`config.mk`:
```
export PLATFORM = sky130hd
export DESIGN_NAME = onewire_bus_master_core
export DESIGN_NICKNAME = d
export VERILOG_FILES = /design/src/design/owb_pkg.sv /design/src/design/owb_front.sv /design/src/design/owb_queue.sv /design/src/design/owb_engine.sv /design/src/design/onewire_bus_master_core.sv
export SDC_FILE = /design/constraint.sdc
export NUM_CORES = 1
export LEC_CHECK = 0
export BUFFER_PORTS_ARGS = -buffer_cell sky130_fd_sc_hd__buf_2
export CAP_MARGIN = 0
export CORE_UTILIZATION = 40
export CTS_BUF_LIST = sky130_fd_sc_hd__clkbuf_16
export DETAILED_ROUTE_END_ITERATION = 8
export GPL_TIMING_DRIVEN = 0
export SYNTH_ARGS = -nofsm -noshare
export SYNTH_HDL_FRONTEND = slang
export SYNTH_HIERARCHICAL = 1
export SYNTH_SLANG_ARGS = --single-unit
```
`constraint.sdc`:
```
create_clock -name clk -period 12.9 [get_ports clk]
set_clock_uncertainty 0.1 [all_clocks]
set_input_delay 1.29 -clock clk [delete_from_list [all_inputs] [get_ports clk]]
set_output_delay 1.29 -clock clk [all_outputs]
set_load 0.1 [all_outputs]
```
`src/design/owb_pkg.sv`:
```
// Shared types, codes and constants of the 1-Wire bus master.
// Depends on nothing; every other design file imports it.
package owb_pkg;

    // Field widths fixed by the item formats
    localparam int MODE_W   = 2;
    localparam int BYTE_W   = 8;
    localparam int REG_W    = 10;
    localparam int NUM_REGS = 8;
    localparam int REG_IDX_W = 3;

    // Defaults handed to the top-level parameters
    localparam int TIMER_BITS_DEF  = 10;
    localparam int QUEUE_DEPTH_DEF = 2;

    // Fixed gap after each written byte, in ticks
    localparam int GAP_TICKS = 30;

    // Command codes on the mode field
    localparam logic [MODE_W-1:0] MODE_TICK  = 2'd0;
    localparam logic [MODE_W-1:0] MODE_RESET = 2'd1;
    localparam logic [MODE_W-1:0] MODE_WRITE = 2'd2;
    localparam logic [MODE_W-1:0] MODE_READ  = 2'd3;

    // Configuration register indexes
    localparam logic [REG_IDX_W-1:0] REG_WR1_LOW  = 3'd0;
    localparam logic [REG_IDX_W-1:0] REG_WR1_REC  = 3'd1;
    localparam logic [REG_IDX_W-1:0] REG_WR0_LOW  = 3'd2;
    localparam logic [REG_IDX_W-1:0] REG_WR0_REC  = 3'd3;
    localparam logic [REG_IDX_W-1:0] REG_RD_LOW   = 3'd4;
    localparam logic [REG_IDX_W-1:0] REG_RD_DELAY = 3'd5;
    localparam logic [REG_IDX_W-1:0] REG_RD_REC   = 3'd6;
    localparam logic [REG_IDX_W-1:0] REG_RST_TIME = 3'd7;

    typedef logic [REG_W-1:0] cfg_word_t;

    localparam cfg_word_t REG_RESET_VALS [NUM_REGS] = '{
        10'd7, 10'd60, 10'd60, 10'd15, 10'd9, 10'd15, 10'd60, 10'd500
    };

    // Dallas CRC-8, reflected polynomial
    localparam logic [BYTE_W-1:0] CRC_POLY = 8'h8C;

    typedef struct packed {
        logic [MODE_W-1:0] mode;
        logic [BYTE_W-1:0] data_byte;
        logic              last_byte;
        logic              line_in;
    } cmd_t;

    typedef struct packed {
        logic              line_low;
        logic              busy_res;
        logic              done_res;
        logic              read_valid;
        logic [BYTE_W-1:0] read_data;
        logic              crc_valid;
        logic              crc_ok;
        logic              rejected;
    } res_t;

    // Classified item as it travels from front end to engine
    typedef enum logic [1:0] {
        KIND_TICK,
        KIND_RESET,
        KIND_WRITE,
        KIND_READ
    } item_kind_t;

    typedef struct packed {
        item_kind_t        kind;
        logic [BYTE_W-1:0] data_byte;
        logic              last_byte;
        logic              line_in;
    } item_t;

    function automatic logic [BYTE_W-1:0] crc8_update(
        input logic [BYTE_W-1:0] crc,
        input logic [BYTE_W-1:0] data
    );
        logic [BYTE_W-1:0] c;
        c = crc ^ data;
        for (int i = 0; i < BYTE_W; i++)
        begin
            c = c[0] ? ((c >> 1) ^ CRC_POLY) : (c >> 1);
        end
        return c;
    endfunction

endpackage

```
`src/design/owb_front.sv`:
```
// Input side of the 1-Wire bus master: takes items and classifies them.
// Depends on owb_pkg; feeds owb_queue.
module owb_front
    import owb_pkg::*;
(
    input  logic  cmd_valid,
    output logic  cmd_stall,
    input  cmd_t  cmd,
    input  logic  queue_full,
    output logic  push,
    output item_t push_item
);

    item_kind_t kind;

    always_comb
    begin
        unique case (cmd.mode)
            MODE_TICK:  kind = KIND_TICK;
            MODE_RESET: kind = KIND_RESET;
            MODE_WRITE: kind = KIND_WRITE;
            MODE_READ:  kind = KIND_READ;
            default:    kind = KIND_TICK;
        endcase
    end

    // Hold off the sender while the queue has no room
    assign cmd_stall = queue_full;
    assign push      = cmd_valid && !queue_full;

    always_comb
    begin
        push_item.kind      = kind;
        push_item.data_byte = cmd.data_byte;
        push_item.last_byte = cmd.last_byte;
        push_item.line_in   = cmd.line_in;
    end

endmodule

```
`src/design/owb_queue.sv`:
```
// Short item queue between the front end and the bus engine.
// Depends on owb_pkg for the item type.
module owb_queue
    import owb_pkg::*;
#(
    parameter int DEPTH = QUEUE_DEPTH_DEF
)
(
    input  logic  clk,
    input  logic  rst_n,
    input  logic  push,
    input  item_t push_item,
    output logic  full,
    input  logic  pop,
    output logic  head_valid,
    output item_t head_item
);

    localparam int PTR_W = (DEPTH > 1) ? $clog2(DEPTH) : 1;
    localparam int CNT_W = $clog2(DEPTH + 1);

    item_t             slot_reg [DEPTH];
    logic [PTR_W-1:0]  wr_ptr_reg, wr_ptr_next;
    logic [PTR_W-1:0]  rd_ptr_reg, rd_ptr_next;
    logic [CNT_W-1:0]  count_reg, count_next;

    function automatic logic [PTR_W-1:0] ptr_inc(input logic [PTR_W-1:0] p);
        return (p == PTR_W'(DEPTH - 1)) ? '0 : p + 1'b1;
    endfunction

    assign full       = (count_reg == CNT_W'(DEPTH));
    assign head_valid = (count_reg != '0);
    assign head_item  = slot_reg[rd_ptr_reg];

    always_comb
    begin
        wr_ptr_next = push ? ptr_inc(wr_ptr_reg) : wr_ptr_reg;
        rd_ptr_next = pop  ? ptr_inc(rd_ptr_reg) : rd_ptr_reg;
        count_next  = count_reg;
        if (push && !pop)
        begin
            count_next = count_reg + 1'b1;
        end
        else if (pop && !push)
        begin
            count_next = count_reg - 1'b1;
        end
    end

    always_ff @(posedge clk or negedge rst_n)
    begin
        if (!rst_n)
        begin
            wr_ptr_reg <= '0;
            rd_ptr_reg <= '0;
            count_reg  <= '0;
        end
        else
        begin
            wr_ptr_reg <= wr_ptr_next;
            rd_ptr_reg <= rd_ptr_next;
            count_reg  <= count_next;
        end
    end

    always_ff @(posedge clk)
    begin
        if (push)
        begin
            slot_reg[wr_ptr_reg] <= push_item;
        end
    end

`ifndef SYNTHESIS
    a_no_push_full: assert property (@(posedge clk) disable iff (!rst_n)
        full |-> !push)
        else $error("push into full queue");
    a_no_pop_empty: assert property (@(posedge clk) disable iff (!rst_n)
        pop |-> head_valid)
        else $error("pop from empty queue");
    a_count_bound: assert property (@(posedge clk) disable iff (!rst_n)
        count_reg <= CNT_W'(DEPTH))
        else $error("queue count overflow");
`endif

endmodule

```
`src/design/owb_engine.sv`:
```
// Bus engine of the 1-Wire bus master: slot timing, shifting, CRC, result register.
// Depends on owb_pkg; pops items from owb_queue.
module owb_engine
    import owb_pkg::*;
#(
    parameter int TIMER_BITS = TIMER_BITS_DEF
)
(
    input  logic                 clk,
    input  logic                 rst_n,
    input  logic                 cfg_write,
    input  logic [REG_IDX_W-1:0] cfg_index,
    input  logic [REG_W-1:0]     cfg_data,
    input  logic                 head_valid,
    input  item_t                head_item,
    output logic                 pop,
    output logic                 res_valid,
    input  logic                 res_stall,
    output res_t                 res
);

    typedef enum logic [3:0] {
        PH_IDLE,
        PH_RST_LOW,
        PH_RST_WAIT,
        PH_WR_LOW,
        PH_WR_REC,
        PH_WR_GAP,
        PH_RD_LOW,
        PH_RD_DELAY,
        PH_RD_REC
    } phase_t;

    localparam int EXT_W = (TIMER_BITS > REG_W) ? TIMER_BITS : REG_W;

    cfg_word_t              cfg_reg [NUM_REGS];

    phase_t                 phase_reg, phase_next;
    logic [TIMER_BITS-1:0]  tick_reg, tick_next;
    logic [2:0]             bit_reg, bit_next;
    logic [BYTE_W-1:0]      shift_reg, shift_next;
    logic [BYTE_W-1:0]      crc_reg, crc_next;
    logic                   last_reg, last_next;
    logic                   res_valid_reg, res_valid_next;
    res_t                   res_reg, res_next;

    logic                   cur_bit;
    logic [TIMER_BITS-1:0]  dur;
    logic                   over;

    function automatic logic [TIMER_BITS-1:0] to_timer(input cfg_word_t v);
        logic [EXT_W-1:0] wide;
        wide = EXT_W'(v);
        return wide[TIMER_BITS-1:0];
    endfunction

    // Take a new item whenever the result register is free or being emptied
    assign pop = head_valid && (!res_valid_reg || !res_stall);

    assign cur_bit = shift_reg[bit_reg];

    always_comb
    begin
        case (phase_reg) inside
            PH_RST_LOW, PH_RST_WAIT: dur = to_timer(cfg_reg[REG_RST_TIME]);
            PH_WR_LOW:   dur = cur_bit ? to_timer(cfg_reg[REG_WR1_LOW])
                                       : to_timer(cfg_reg[REG_WR0_LOW]);
            PH_WR_REC:   dur = cur_bit ? to_timer(cfg_reg[REG_WR1_REC])
                                       : to_timer(cfg_reg[REG_WR0_REC]);
            PH_WR_GAP:   dur = TIMER_BITS'(GAP_TICKS);
            PH_RD_LOW:   dur = to_timer(cfg_reg[REG_RD_LOW]);
            PH_RD_DELAY: dur = to_timer(cfg_reg[REG_RD_DELAY]);
            PH_RD_REC:   dur = to_timer(cfg_reg[REG_RD_REC]);
            default:     dur = '0;
        endcase
    end

    assign over = ({1'b0, tick_reg} + 1'b1) >= {1'b0, dur};

    always_comb
    begin
        phase_next = phase_reg;
        tick_next  = tick_reg;
        bit_next   = bit_reg;
        shift_next = shift_reg;
        crc_next   = crc_reg;
        last_next  = last_reg;
        res_next   = '0;

        if (head_item.kind != KIND_TICK)
        begin
            if (phase_reg != PH_IDLE)
            begin
                res_next.rejected = 1'b1;
            end
            else
            begin
                bit_next  = '0;
                tick_next = '0;
                unique case (head_item.kind)
                    KIND_RESET:
                    begin
                        crc_next   = '0;
                        phase_next = PH_RST_LOW;
                    end
                    KIND_WRITE:
                    begin
                        shift_next = head_item.data_byte;
                        phase_next = PH_WR_LOW;
                    end
                    KIND_READ:
                    begin
                        shift_next = '0;
                        last_next  = head_item.last_byte;
                        phase_next = PH_RD_LOW;
                    end
                    default:
                    begin
                        phase_next = phase_reg;
                    end
                endcase
            end
        end
        else
        begin
            // Advance the phase timer; a finished phase restarts it at zero
            tick_next = over ? '0 : tick_reg + 1'b1;
            unique case (phase_reg)
                PH_RST_LOW:
                begin
                    if (over) phase_next = PH_RST_WAIT;
                end
                PH_RST_WAIT:
                begin
                    if (over)
                    begin
                        phase_next        = PH_IDLE;
                        res_next.done_res = 1'b1;
                    end
                end
                PH_WR_LOW:
                begin
                    if (over) phase_next = PH_WR_REC;
                end
                PH_WR_REC:
                begin
                    if (over)
                    begin
                        if (bit_reg == 3'd7)
                        begin
                            phase_next = PH_WR_GAP;
                        end
                        else
                        begin
                            bit_next   = bit_reg + 1'b1;
                            phase_next = PH_WR_LOW;
                        end
                    end
                end
                PH_WR_GAP:
                begin
                    if (over)
                    begin
                        phase_next        = PH_IDLE;
                        res_next.done_res = 1'b1;
                    end
                end
                PH_RD_LOW:
                begin
                    if (over) phase_next = PH_RD_DELAY;
                end
                PH_RD_DELAY:
                begin
                    if (over)
                    begin
                        shift_next = {head_item.line_in, shift_reg[BYTE_W-1:1]};
                        phase_next = PH_RD_REC;
                    end
                end
                PH_RD_REC:
                begin
                    if (over)
                    begin
                        if (bit_reg == 3'd7)
                        begin
                            phase_next          = PH_IDLE;
                            res_next.done_res   = 1'b1;
                            res_next.read_valid = 1'b1;
                            res_next.read_data  = shift_reg;
                            if (last_reg)
                            begin
                                res_next.crc_valid = 1'b1;
                                res_next.crc_ok    = (crc_reg == shift_reg);
                                crc_next           = '0;
                            end
                            else
                            begin
                                crc_next = crc8_update(crc_reg, shift_reg);
                            end
                        end
                        else
                        begin
                            bit_next   = bit_reg + 1'b1;
                            phase_next = PH_RD_LOW;
                        end
                    end
                end
                default:
                begin
                    phase_next = PH_IDLE;
                    tick_next  = '0;
                end
            endcase
        end

        res_next.line_low = (phase_next == PH_RST_LOW) || (phase_next == PH_WR_LOW) ||
                            (phase_next == PH_RD_LOW);
        res_next.busy_res = (phase_next != PH_IDLE);
    end

    assign res_valid_next = pop || (res_valid_reg && res_stall);

    always_ff @(posedge clk or negedge rst_n)
    begin
        if (!rst_n)
        begin
            for (int i = 0; i < NUM_REGS; i++)
            begin
                cfg_reg[i] <= REG_RESET_VALS[i];
            end
            phase_reg     <= PH_IDLE;
            tick_reg      <= '0;
            bit_reg       <= '0;
            shift_reg     <= '0;
            crc_reg       <= '0;
            last_reg      <= 1'b0;
            res_valid_reg <= 1'b0;
        end
        else
        begin
            if (cfg_write)
            begin
                cfg_reg[cfg_index] <= cfg_data;
            end
            if (pop)
            begin
                phase_reg <= phase_next;
                tick_reg  <= tick_next;
                bit_reg   <= bit_next;
                shift_reg <= shift_next;
                crc_reg   <= crc_next;
                last_reg  <= last_next;
            end
            res_valid_reg <= res_valid_next;
        end
    end

    always_ff @(posedge clk)
    begin
        if (pop)
        begin
            res_reg <= res_next;
        end
    end

    assign res_valid = res_valid_reg;
    assign res       = res_reg;

`ifndef SYNTHESIS
    a_idle_timer_clear: assert property (@(posedge clk) disable iff (!rst_n)
        (phase_reg == PH_IDLE) |-> (tick_reg == '0))
        else $error("timer running while idle");
    a_done_not_busy: assert property (@(posedge clk) disable iff (!rst_n)
        (res_valid_reg && res_reg.done_res) |-> !res_reg.busy_res)
        else $error("done reported while still busy");
    a_crc_with_read: assert property (@(posedge clk) disable iff (!rst_n)
        (res_valid_reg && res_reg.crc_valid) |-> (res_reg.read_valid && res_reg.done_res))
        else $error("crc result without a finished read");
    a_reject_busy: assert property (@(posedge clk) disable iff (!rst_n)
        (res_valid_reg && res_reg.rejected) |-> res_reg.busy_res)
        else $error("command rejected while idle");
`endif

endmodule

```
`src/design/onewire_bus_master_core.sv`:
```
// Top level of the 1-Wire bus master: front end, item queue and bus engine.
// Depends on owb_pkg, owb_front, owb_queue and owb_engine.
//
// Usage:
//   The cmd channel carries one item per handshake: a tick (mode 0) with the
//   sampled bus level in line_in, or a command (bus reset, write byte, read
//   byte). Only ticks move bus time forward. An item is taken at a rising
//   edge with cmd_valid high and cmd_stall low.
//   The res channel returns exactly one result item per input item, in order:
//   the bus drive level and busy flag after the item, plus done, read byte,
//   CRC check and reject flags. A result is taken when res_valid is high and
//   res_stall is low.
//   Throughput: one item per cycle, sustained, while res_stall stays low.
//   Path: an item taken into a queue slot is popped into the engine's result
//   register when that register is free or being emptied, and shows on res.
//   Stalls: when res_stall holds the result register, the engine stops
//   popping; the queue fills and cmd_stall rises once its entries are used.
//   Reset: rst_n clears the queue, the engine returns to idle with the CRC
//   cleared, and the timing registers take their default values at once.
//   Configuration: cfg_write with cfg_index/cfg_data writes one timing
//   register; write only while no item is in flight.
module onewire_bus_master_core
    import owb_pkg::*;
#(
    parameter int TIMER_BITS  = TIMER_BITS_DEF,
    parameter int QUEUE_DEPTH = QUEUE_DEPTH_DEF
)
(
    input  logic                 clk,
    input  logic                 rst_n,
    input  logic                 cfg_write,
    input  logic [REG_IDX_W-1:0] cfg_index,
    input  logic [REG_W-1:0]     cfg_data,
    input  logic                 cmd_valid,
    output logic                 cmd_stall,
    input  cmd_t                 cmd,
    output logic                 res_valid,
    input  logic                 res_stall,
    output res_t                 res
);

    // Front end to queue
    logic  push;
    item_t push_item;
    logic  queue_full;

    // Queue to engine
    logic  pop;
    logic  head_valid;
    item_t head_item;

    // Classify incoming items; stall the sender when the queue is full
    owb_front u_front (
        .cmd_valid  (cmd_valid),
        .cmd_stall  (cmd_stall),
        .cmd        (cmd),
        .queue_full (queue_full),
        .push       (push),
        .push_item  (push_item)
    );

    // Decouple acceptance from execution so each side can stall on its own
    owb_queue #(
        .DEPTH (QUEUE_DEPTH)
    ) u_queue (
        .clk        (clk),
        .rst_n      (rst_n),
        .push       (push),
        .push_item  (push_item),
        .full       (queue_full),
        .pop        (pop),
        .head_valid (head_valid),
        .head_item  (head_item)
    );

    // Run bus timing one item per cycle unless a held result stalls it, and hold each result until taken
    owb_engine #(
        .TIMER_BITS (TIMER_BITS)
    ) u_engine (
        .clk        (clk),
        .rst_n      (rst_n),
        .cfg_write  (cfg_write),
        .cfg_index  (cfg_index),
        .cfg_data   (cfg_data),
        .head_valid (head_valid),
        .head_item  (head_item),
        .pop        (pop),
        .res_valid  (res_valid),
        .res_stall  (res_stall),
        .res        (res)
    );

endmodule

```
; After elaboration in Yosys (flattened, before gate mapping)
; Memories as Yosys holds them, arrays and structs flattened.
; Cells that the tools add are included.
[word_totals]
regBits = 134
ramBits = 24
output_inout_bits = 17
wordCells = 184
memories = 1
[classes]
add_sub_neg = 7
magnitude_cmp = 4
eq_ne = 24
mux = 69
n_bitwise = 15
reduce_logical = 38
[mem_list]
columns = name, words, width, rd, rd_ports_with_merged_regs, wr, line_no
row1 = u_queue.slot_reg, 2, 12, 1, 0, 1, owb_queue.sv:22  ; item_t slot_reg [DEPTH];
[ops]
columns = operator, count
row1 = $mux 8, 19
row2 = $mux 10, 14
row3 = $bwmux 80, 1
row4 = $mux 4, 9
row5 = $demux 10 s3, 1
row6 = $pmux 4 s7, 1
row7 = $mux 12, 2
row8 = $not 2->3, 8
row9 = $mux 3, 7
row10 = $eq 4x3->1 const B, 5
row11 = $pmux 8 s2, 1
row12 = $reduce_bool 2->1, 8
row13 = $eq 4x2->1 const B, 3
row14 = $pmux 4 s3, 1
row15 = $add 10x1->11 const B, 1
row16 = $ge 11x10->1, 1
row17 = $add 10x1->10 const B, 1
row18 = $eq 2x2->1 const B, 5
row19 = $reduce_and 5->1, 2
row20 = $eq 4x1->1 const B, 2
row21 = $eq 8x8->1, 1
row22 = $pmux 2 s4, 1
row23 = $reduce_bool 4->1, 2
row24 = $reduce_or 8->1, 1
row25 = other kinds (31), 60

; Longest topological paths before layout
[logic_depth]
ltp_word = 22
mapped_depth = 17

; Hierarchy
; The synthesis kept the hierarchy.
[modules_own_cells]
columns = module, instances, cells_per_inst, area_per_inst_um2, seq_area_each_um2
row1 = owb_engine, 1, 582, 6871.6, 3367.0
row2 = owb_queue, 1, 53, 1089.8, 820.8
row3 = owb_front, 1, 14, 103.8, 0.0

; Worst setup path after synthesis
; Ideal clock, no wire load.
[synth_path]
path_type = register -> register
startpoint = reg u_engine.bit_reg[0]
endpoint = reg u_engine.res_reg, in the netlist u_engine/res[14] (data pin)
t_arrival_ns = 3.890
required_ns = 12.546
setup_slack_ns = 8.656
path_stages_with_launch = 16
n_path_buf = 1
synth_period_minus_slack_ns = 4.244
cell_sequence = dfrtp_1 mux4_2 mux2i_1 buf_2 mux2_2 nand2_1 o311ai_0 a222oi_1 ha_1 a21o_1 a221o_1 a41oi_2 o21ai_2 a311o_2 and3_1 o21a_1
[synth_lines]
columns = item, line_no
row1 = from (decl), owb_engine.sv:40  ; logic [2:0] bit_reg, bit_next;
row2 = from (signal assigned), owb_engine.sv:249  ; bit_reg <= bit_next;
row3 = to (signal assigned), owb_engine.sv:262  ; res_reg <= res_next;
row4 = to (decl), owb_engine.sv:45  ; res_t res_reg, res_next;

==> impl_results.md <==
* Initial antenna violation count at 0
* Crit share post-route at 38.9%
* Syn-to-layout area delta at 13.6%
* CP Class: reg -> reg
* Drt pass-1 iters at 6
* Routed via count at 5279
* Most frequent cells in the layout: mux2_2, dfrtp_1, nand2_1, edfxtp_1, buf_2
* Status: finished clean
* Unique masters post-synth at 74
* Iter 0 DRT Violations at about 320
* Slew Limit Fails at 0
* Setup Buffers After CTS at 0
* Post-synth top flop: dfrtp_1
* Cell Pwr Density at 232 nW/um^2
* Sum Neg Setup Slack at 0 ps
* Warnings, synthesis at 6
* Port Buffers at 32
* Routed Wire Length at 17600 um
* Crit end category: flip-flop
* Critical path data required time at 12970 ps
* Hpwl dp at roughly 12000 um
* CP max-delay cell: mux4_2
* Die area at 20700 sq um
* Placed cell count at 947
* Global route overflow at 0
* Height of the die at 144 um
* Hold Crit Depth at 1
* Cts hold-fix bufs at 0
* H-tree depth at 4
* Most common cell after layout, fill and taps aside: mux2_2
* Syn Inst Count at 649
* Maximum VDD drop at approximately 190 uV
* Startpoint types: flip-flop
* Pre-CTS WS at 7920 ps
* Worst-path clk slew at 60 ps
* First-pass GRT wire length at between 20000 and 30000 um
* Max FO, Critical Path at 10
* Max reg flops at 80
* Global Route Usage Sum at 18.4%
* Initial core utilization at 41.2%
* Syn_area_per_cell at 12.4 sq um
* Post-route DRC violation count at 0
* Crit-path most repeated cell: nand2_1
* WL/cell at ~18 um
* Post-synth EDFFs at 39
* Layout cells sized above 1 at about 34%
* Sink Count at ~160
* Synthesized flop and latch total at 158
* CTS Root Cell: clkbuf_16
* Hold Path Class: reg -> reg
* Setup WS post-layout at 7880 ps
* CTS tree: yes
* Max incr delay on CP at 520 ps
* Num CTS Buffers at 17
* Worst-Skew Late Latency at 430 ps
* Avg Vias per Cell at 5.39
* Final setup viols at 0
* Mapped Nets at 699
* Nets at 751
* Final ANT Viol Nets at 0
* R2R setup slack at 7880 ps
* Slew Limit Headroom at 30.4%
* Fin cells at about 1000
* Netlist Area Pre-Place at 8070 sq um
* Largest net degree at the start of global routing at 86
* Ys async rst share at between 70% and 80%
* Resized Gates After CTS at 0
* Seq/Total Area, Yosys at between 50% and 60%
* Worst Reg-to-Reg Cells at 15
* Die width at 144 um
* Boundary Pins at 47
* RSZ-0062 raised after global routing: false
* Max Fclk at 199 MHz
* Worst path arrival time at 5080 ps
* Vias in the first global route at between 5000 and 6000
* Crit path time final at 5020 ps
* Cell Rows at 51
* Core Region at a little under 20000 sq um
* Worst hold slack at 392 ps
* Slew of the pin with the lowest slew margin at 1040 ps
* Final Wtd Congestion at about 0.85
* Lkg Pwr at 3.85 nW
* Max clock buf depth at 2
* Hold Fails Final Rpt at 0
* Diodes inserted at 0
* MaxCap Viol Count at 0
* Cell Chain, Critical Path: mux4_2, mux2i_1, buf_2, mux2_2, nand2_1, o311ai_0, a222oi_1, ha_1, a21o_1, a221o_1, a41oi_2, o21ai_2, a211oi_1, nor3b_1, nand2_1
-- per-layer routing --
metal  global-route usage (%)  part of all wire, %  up-vias
met4                     6.83                  1.4        0
met1                     25.4                   47     2655
li1                         -                    -     2489
met3                     3.25                  4.2       16
met5                        0                    0        -
met2                     28.8                   47      119
-- final cells by class --
| type | count | area (sq um) |
|---|---|---|
| Buffer | 42 | 231 |
| Clock buffer | 19 | 475 |
| Clock inverter | 13 | 97.6 |
| Fill cell | 1765 | 10400 |
| Inverter | 12 | 45.0 |
| Multi-Input combinational cell | 437 | 3600 |
| Sequential cell | 158 | 4190 |
| Tap cell | 265 | 332 |
| Timing Repair Buffer | 33 | 194 |
-- power by group --
part	internal [mW]	switching [mW]	leakage [nW]
Combinational	0.331	0.576	1.76
Sequential	0.659	0.0764	1.80
Clock	0.284	0.196	0.296
-- synth_stat cells (all sizes together) (14+ instances only) --
master | n | area share (%)
nor3 | 14 | 1.3
a21oi | 28 | 1.7
ha | 20 | 3.1
clkbuf | 18 | 0.84
nor2 | 30 | 1.4
dfstp | 31 | 10
o21ai | 22 | 1.5
edfxtp | 39 | 15
dfrtp | 88 | 27
mux2 | 106 | 15
buf | 24 | 2.0
nand2 | 43 | 2.0
xnor2 | 23 | 2.6
a22o | 14 | 1.5
-- per-stage QoR --
stage | total power [mW] | utilization [%] | instance area (sq um)
floorplan | 1.44 | - | 8070
global placement | 1.62 | 43.7 | 8560
detailed placement | 1.65 | 43.9 | 8590
CTS | 2.14 | 46.8 | 9160
global route | 2.24 | 46.8 | 9170
finish | 2.12 | 46.8 | 9170
-- worst max-delay path: cells and delay by family (launching register included) --
| family | cells | cell delay (ps) |
|---|---|---|
| compound gates | 7 | 1910 |
| flops | 1 | 440 |
| buf+inv | 1 | 330 |
| mux | 3 | 1250 |
| fa+ha+maj | 1 | 330 |
| simple gates | 3 | 410 |
-- worst paths after layout --
check,start,end
max,u_engine/bit_reg[0]$_DFFE_PN0P_,u_engine/res[13]$_DFFE_PP_
min in group asynchronous,rst_n,u_engine/res_valid$_DFF_PN0_
max in group asynchronous,rst_n,u_engine/cfg_reg[71]$_DFFE_PN1P_
min reg2reg,u_queue/count_reg[1]$_DFFE_PN0P_,u_queue/count_reg[1]$_DFFE_PN0P_
min,u_queue/count_reg[1]$_DFFE_PN0P_,u_queue/count_reg[1]$_DFFE_PN0P_
max reg2reg,u_engine/bit_reg[0]$_DFFE_PN0P_,u_engine/res[13]$_DFFE_PP_
-- cell families after synthesis --
kind of cell,after synthesis,share of synthesized area (%)
muxes,120,17.3
DFF,158,51.9
xor gates and xnor gates,35,3.89
adders and majority gates,20,3.10
buffers and inverters,54,3.41
AOI/OAI and AO/OA,115,10.3
and+or+nand+nor,147,10.1
Note: power is estimated with default switching activity, not from simulation.
